[src/rtl/core/sssp_pkg.sv]
// Shared types and constants of the shortest path block.
// No dependencies.
package sssp_pkg;

   localparam int NODE_BITS = 6;
   localparam int DIST_BITS = 21;
   localparam int DEF_MAX_NODES = 64;
   localparam int DEF_MAX_EDGES = 256;
   localparam int DEF_WEIGHT_BITS = 16;
   localparam logic [DIST_BITS-1:0] DIST_INF = {DIST_BITS{1'b1}};

   localparam logic [0:0] REG_NODE_COUNT = 1'b0;
   localparam logic [0:0] REG_START_NODE = 1'b1;

   typedef struct packed {
      logic [NODE_BITS-1:0] edge_from;
      logic [NODE_BITS-1:0] edge_to;
      logic signed [DEF_WEIGHT_BITS-1:0] edge_weight;
      logic last_edge;
   } req_type;

   typedef struct packed {
      logic [NODE_BITS-1:0] node_index;
      logic [DIST_BITS-1:0] path_length;
      logic reached;
      logic [NODE_BITS-1:0] tree_parent;
      logic neg_weight_error;
      logic last_result;
   } rsp_type;

   // controller -> datapath
   typedef struct packed {
      logic load;        // store the presented edge
      logic init;        // write start values of node at node index
      logic scan_start;  // clear running minimum
      logic node_rd;     // read node tables at node index
      logic scan_step;   // compare node read last cycle
      logic fin;         // finalise chosen node
      logic edge_rd;     // issue edge read
      logic dist_rd;     // read distance of edge destination
      logic relax;       // relax edge against distance read last cycle
      logic out_load;    // capture result for node
      logic out_err;     // capture error result
      logic clear;       // empty edge store
   } cmd_type;

   // datapath -> controller
   typedef struct packed {
      logic found;       // a node was selected by the scan
      logic neg_seen;
      logic edge_hit;    // edge read leaves chosen node, lands in range
   } sts_type;

endpackage

[src/rtl/core/sssp_ctrl.sv]
// Controller state machine of the shortest path block.
// Depends on sssp_pkg.
module sssp_ctrl #(
   parameter int MAX_NODES = 64,
   parameter int MAX_EDGES = 256
) (
   input  logic clock,
   input  logic reset,
   input  logic req_valid,
   output logic req_ready,
   input  logic req_last,
   input  logic rsp_free,
   input  logic [$clog2(MAX_NODES+1)-1:0] n_use,
   input  logic [$clog2(MAX_EDGES+1)-1:0] edge_cnt,
   input  sssp_pkg::sts_type sts,
   output sssp_pkg::cmd_type cmd,
   output logic [$clog2(MAX_NODES)-1:0] node_idx,
   output logic [$clog2(MAX_EDGES)-1:0] edge_idx,
   output logic out_last
);
   import sssp_pkg::*;

   localparam int NB = $clog2(MAX_NODES);
   localparam int EB = $clog2(MAX_EDGES);
   localparam int NCB = $clog2(MAX_NODES+1);
   localparam int ECB = $clog2(MAX_EDGES+1);

   typedef enum logic [9:0] {
      S_LOAD  = 10'b00_0000_0001,
      S_INIT  = 10'b00_0000_0010,
      S_SCAN  = 10'b00_0000_0100,
      S_PICK  = 10'b00_0000_1000,
      S_EDGE  = 10'b00_0001_0000,
      S_EDEC  = 10'b00_0010_0000,
      S_RELAX = 10'b00_0100_0000,
      S_ORD   = 10'b00_1000_0000,
      S_OUT   = 10'b01_0000_0000,
      S_ERR   = 10'b10_0000_0000
   } state_type;

   state_type state_ff, state_in;
   logic [NCB-1:0] ncnt_ff, ncnt_in;
   logic [ECB-1:0] ecnt_ff, ecnt_in;
   logic edges_done;

   assign node_idx = ncnt_ff[NB-1:0];
   assign edge_idx = ecnt_ff[EB-1:0];
   assign out_last = (ncnt_ff + NCB'(1)) == n_use;
   assign req_ready = (state_ff == S_LOAD);
   assign edges_done = (ecnt_ff + ECB'(1)) == edge_cnt;

   always_comb begin
      state_in = state_ff;
      ncnt_in = ncnt_ff;
      ecnt_in = ecnt_ff;
      cmd = '0;
      case (state_ff)
         S_LOAD: begin
            if (req_valid) begin
               cmd.load = 1'b1;
               if (req_last) begin
                  state_in = S_INIT;
                  ncnt_in = '0;
               end
            end
         end
         S_INIT: begin
            if (sts.neg_seen) begin
               state_in = S_ERR;
            end else begin
               cmd.init = 1'b1;
               ncnt_in = ncnt_ff + NCB'(1);
               if (ncnt_ff + NCB'(1) == n_use) begin
                  state_in = S_SCAN;
                  cmd.scan_start = 1'b1;
                  ncnt_in = '0;
               end
            end
         end
         S_SCAN: begin
            // each compare uses the node read in the previous cycle
            cmd.node_rd = (ncnt_ff != n_use);
            cmd.scan_step = (ncnt_ff != '0);
            if (ncnt_ff == n_use) begin
               state_in = S_PICK;
            end else begin
               ncnt_in = ncnt_ff + NCB'(1);
            end
         end
         S_PICK: begin
            if (sts.found) begin
               cmd.fin = 1'b1;
               ecnt_in = '0;
               ncnt_in = '0;
               state_in = (edge_cnt == '0) ? S_SCAN : S_EDGE;
               cmd.scan_start = (edge_cnt == '0);
            end else begin
               ncnt_in = '0;
               state_in = S_ORD;
            end
         end
         S_EDGE: begin
            cmd.edge_rd = 1'b1;
            state_in = S_EDEC;
         end
         S_EDEC: begin
            if (sts.edge_hit) begin
               cmd.dist_rd = 1'b1;
               state_in = S_RELAX;
            end else begin
               ecnt_in = ecnt_ff + ECB'(1);
               if (edges_done) begin
                  cmd.scan_start = 1'b1;
                  ncnt_in = '0;
                  state_in = S_SCAN;
               end else begin
                  state_in = S_EDGE;
               end
            end
         end
         S_RELAX: begin
            cmd.relax = 1'b1;
            ecnt_in = ecnt_ff + ECB'(1);
            if (edges_done) begin
               cmd.scan_start = 1'b1;
               ncnt_in = '0;
               state_in = S_SCAN;
            end else begin
               state_in = S_EDGE;
            end
         end
         S_ORD: begin
            cmd.node_rd = 1'b1;
            state_in = S_OUT;
         end
         S_OUT: begin
            if (rsp_free) begin
               cmd.out_load = 1'b1;
               ncnt_in = ncnt_ff + NCB'(1);
               if (out_last) begin
                  cmd.clear = 1'b1;
                  state_in = S_LOAD;
               end else begin
                  state_in = S_ORD;
               end
            end
         end
         S_ERR: begin
            if (rsp_free) begin
               cmd.out_err = 1'b1;
               cmd.clear = 1'b1;
               state_in = S_LOAD;
            end
         end
         default: state_in = S_LOAD;
      endcase
   end

   always_ff @(posedge clock) begin
      if (reset) begin
         state_ff <= S_LOAD;
         ncnt_ff <= '0;
         ecnt_ff <= '0;
      end else begin
         state_ff <= state_in;
         ncnt_ff <= ncnt_in;
         ecnt_ff <= ecnt_in;
      end
   end

endmodule

[config.mk]
export PLATFORM = sky130hd
export DESIGN_NAME = sssp_ctrl
export DESIGN_NICKNAME = d
export VERILOG_FILES = /design/src/rtl/core/sssp_pkg.sv /design/src/rtl/core/sssp_ctrl.sv
export SDC_FILE = /design/constraint.sdc
export NUM_CORES = 1
export LEC_CHECK = 0
export BUFFER_PORTS_ARGS = -buffer_cell sky130_fd_sc_hd__buf_4
export CORE_ASPECT_RATIO = 1.5
export CORE_MARGIN = 2
export CORE_UTILIZATION = 42
export DETAILED_ROUTE_END_ITERATION = 6
export PLACE_DENSITY = 0.64
export SLEW_MARGIN = 30
export SYNTH_ARGS = -nofsm -noshare
export SYNTH_HDL_FRONTEND = slang
export SYNTH_SLANG_ARGS = --single-unit
export TNS_END_PERCENT = 100
[constraint.sdc]
create_clock -name clock -period 7 [get_ports clock]
set_input_delay 1.4 -clock clock [delete_from_list [all_inputs] [get_ports clock]]
set_output_delay 1.4 -clock clock [all_outputs]
set_load 0.01 [all_outputs]
# Word level (Yosys, flattened, before mapping)
# Cells that the tools add are included.
# Widths: inputs -> output; s select.
# totals
regBits,26
wordCells,84
output_inout_bits,28
# op_classes
reduce_logical,7
n_addsub,2
muxes,48
eq_ne,24
# op_table
operator,count
$pmux 10 s10,1
$mux 10,7
$mux 7,9
$pmux 7 s7,1
$pmux 9 s3,1
$mux 1,18
$mux 9,2
$mux 8,2
$ne 2x2->1 const B,8
$eq 7x7->1,2
$reduce_bool 7->1,2
$eq 10x1->1 const B,1
$eq 10x10->1 const B,1
$eq 10x2->1 const B,1
$eq 10x3->1 const B,1
$eq 10x4->1 const B,1
$eq 10x5->1 const B,1
$eq 10x6->1 const B,1
$eq 10x7->1 const B,1
$eq 10x8->1 const B,1
$eq 10x9->1 const B,1
$mux 5,2
$add 9x1->9 const B,1
$eq 9x9->1,1
other kinds (12),14

# Depth between registers and ports, before layout
# logic_depth
ltp_word,5
mapped_depth,10

# Worst setup path before layout
# Ideal clock, no wire load.
# synth_timing
path_type,input to output
start,input port edge_cnt[2]
end,output port cmd[9] in the netlist's numbering
arrival_time_ns,2.657
slack_ns,2.943
required_time_ns,5.600
stages,5
path_cell_list,and2b_1 -> nand2b_1 -> a311o_1 -> a2111oi_2 -> a221o_2
# synth_lines
item,line,rtl
from (decl),sssp_ctrl.sv:14,"input logic [$clog2(MAX_EDGES+1)-1:0] edge_cnt,"
to (decl),sssp_ctrl.sv:16,"output sssp_pkg::cmd_type cmd,"

==> reports/metrics.yaml <==
placement:
  post-dp-hpwl_um: 4226
  placed_area_um2: 2374
  placedCellCount: 354
  io_buffers: 51
  finalWeightedCongestion: 0.8452
synthesis:
  synth_seq_cells: 26
  synthTopCellsByArea: "dfxtp_1 25%, buf_4 5.5%, nor2_1 5.1%"
  netlist.area_leader.share_pct: 25.32
  synth_warnings: 0
  synth_nets: 287
  synthArstFlopShare_pct: 0
  synth_compound_area_share_pct: 19.90
  synth_ff_type: "dfxtp_1"
  postSynthCellCount: 260
  ys_seq_area_share_pct: 25.32
  synth_edf_count: 0
  synthesis.area_um2: 2056
  synth_top_area_cell: "dfxtp_1"
  synthXorXnorAreaFrac_pct: 11.02
  synth_cell_type_count: 56
  syn_area_per_cell_um2: 7.907
  synthSimpleGateAreaFrac_pct: 32.38
  synth_top_family_by_area: "simple AND/OR/NAND/NOR gates"
  synth.area.mux_share_pct: 0
  synthAdderAreaFrac_pct: 1.826
routing:
  route.detailed.drc: 0
  avgRoutedWirePerCell_um: 15.13
  vias_per_cell: 5.648
  dr.pass1.iters: 4
  wl_um: 5416
  dr_total_vias: 2022
  drt_iter0_drc: 95
  ant_nets: 0
hold_path:
  min_path_type: "flop to flop"
critical_path:
  slowest_delay_ns: 0.48
  cp-end-kind: "primary output"
  slowest_stage: "a2111oi_2"
  cp-start-kind: "input port"
  worst-setup-path-type: "input port to primary output"
  worst_ep_required_time_ns: 5.60
  cp_max_fo: 4
  crit_buf_inv: 2
  crit_family: "compound AO/OA/AOI/OAI gates"
  cpMostUsedCell: "buf_4"
  crit_chain: "buf_4, and2b_1, nand2b_1, a311o_1, a2111oi_2, a221o_2, buf_4"
  worstPathArrival_ns: 3.02
grt:
  grt_max_degree: 23
  grt_usage_pct: 20.67
  antenna_found_initial: 0
  grt_pass1_wl_um: 8638
  grt_overflow: 0
  grt_pass1_vias: 1884
run_status:
  status: "finished, final reports clean"
clock_network:
  clk_pin_slew_worst_paths_ns: 0.10
  cts_num_sinks: 26
  worstSkewPairLatency_ns: 0.28
  clk_path_buf_depth: 2
  cts_setup_buffers: 0
  cts_tree: "yes"
  h-tree-depth: 1
  holdBufCountCts: 0
  cts_inserted_buffers: 3
  root_buffer: "clkbuf_8"
  ctsResizeCount: 0
job:
  drv_cap: 0
timing:
  max_freq_mhz: 226.1
  worst_slew_pin_slew_ns: 0.6140
  drv_slew: 0
  hold_viol_final: 0
  relSlewSlack_pct: 58.69
  finalWorstPathRequiredPeriod_ns: 4.423
  finalSetupTns_ns: 0
  grt_setup_unrepaired: "no"
  period_share_pct: 63.19
  skew_ns: 0.005817
  setup-violations-final: 0
  holdWs_ns: 0.5103
layout:
  antenna_cells: 0
  layout.nets: 320
  layout_common_cells: "52 x buf_4, 28 x nor2_1, 26 x dfxtp_1, 14 x a21oi_1"
  syn2layout_area_growth_pct: 18.14
  drive_gt1_share_pct: 22.60
  final_common_cell: "buf_4"
  final_cells: 358
  stdcell_area_um2: 2429
floorplanning:
  initial_utilization_pct: 43.09
  row_count: 31
  die_x_um: 61.13
  chipHeight_um: 89.69
  core_area_um2: 4771
  die_area_um2: 5482
  num_io_pins: 52
pwr:
  p_per_area_nw_per_um2: 143.5
  p_leak_nw: 1.001
  max-vdd-ir-drop_uv: 81.64
==> cell type report <==
class | instances | area [µm²]
inverter | 11 | 41.29
multi-input combinational | 199 | 1339
timing repair buffer | 52 | 390.4
tap | 66 | 82.58
clock buffer | 4 | 55.05
fill | 482 | 2342
sequential | 26 | 520.5
==> kinds of logic after synthesis <==
logic type,count (synthesis)
flops,26
simple gates,111
compound gates,60
fa+ha+maj,3
buf+inv,35
xor+xnor,25
==> cells in the mapped netlist (5+ instances only) <==
library cell	count
a21oi_1	14
nand4_1	5
nand2b_1	5
buf_4	15
nand3b_1	5
buf_2	6
dfxtp_1	26
and3_1	5
a31oi_1	6
nand3_1	7
nor3_1	5
nor2_1	28
xnor2_1	12
inv_1	10
or4_1	5
nand4b_1	5
xor2_1	12
nor4_1	9
nand2_1	12
o21ai_0	11
==> power by group <==
| part | switching (mW) | internal (mW) |
|---|---|---|
| logic | 0.0503 | 0.0412 |
| clock network | 0.0504 | 0.0504 |
| registers | 0.00527 | 0.151 |
==> metal layers <==
layer	part of all wire [%]	vias up	global-route usage [%]	wire (µm)
met2	54	58	38.97	2934
met3	4.1	9	2.292	222
met5	0	-	0	0
met4	1.7	0	6.917	93
met1	40	948	23.18	2165
li1	-	1007	-	-
==> worst paths after layout <==
| check | startpoint | end | slack [ns] | cells after the start |
|---|---|---|---|---|
| setup reg to reg | ecnt_ff[0]$_SDFFE_PP0P_ | ncnt_ff[6]$_SDFFE_PP0P_ | 4.23 | 8 |
| hold reg to reg | ecnt_ff[8]$_SDFFE_PP0P_ | ecnt_ff[8]$_SDFFE_PP0P_ | 0.51 | 2 |
| hold / removal | ecnt_ff[8]$_SDFFE_PP0P_ | ecnt_ff[8]$_SDFFE_PP0P_ | 0.51 | 2 |
| setup / recovery | edge_cnt[2] | cmd[9] | 2.58 | 7 |
==> stage by stage <==
step                      setup WS (ns)  power (mW)  util (%)
after CTS                         2.593      0.3482     50.90
after detailed placement          2.601      0.2504     49.75
after floorplan                   2.943      0.2185         -
after global placement            2.641      0.2498     49.75
after global routing              2.472      0.3611     50.90
final                             2.577      0.3484     50.90
==> state kept, by name, summed over array words and instances (netlist names) <==
register,cells
ecnt_ff,9
state_ff,10
ncnt_ff,7
==> tightest hold or removal path, delay by kind of cell, from the launching register on <==
| family | cells | cell delay (ns) |
|---|---|---|
| AOI/OAI and AO/OA | 2 | 0.13 |
| DFF | 1 | 0.34 |
Power figures use the tool's default switching activity.
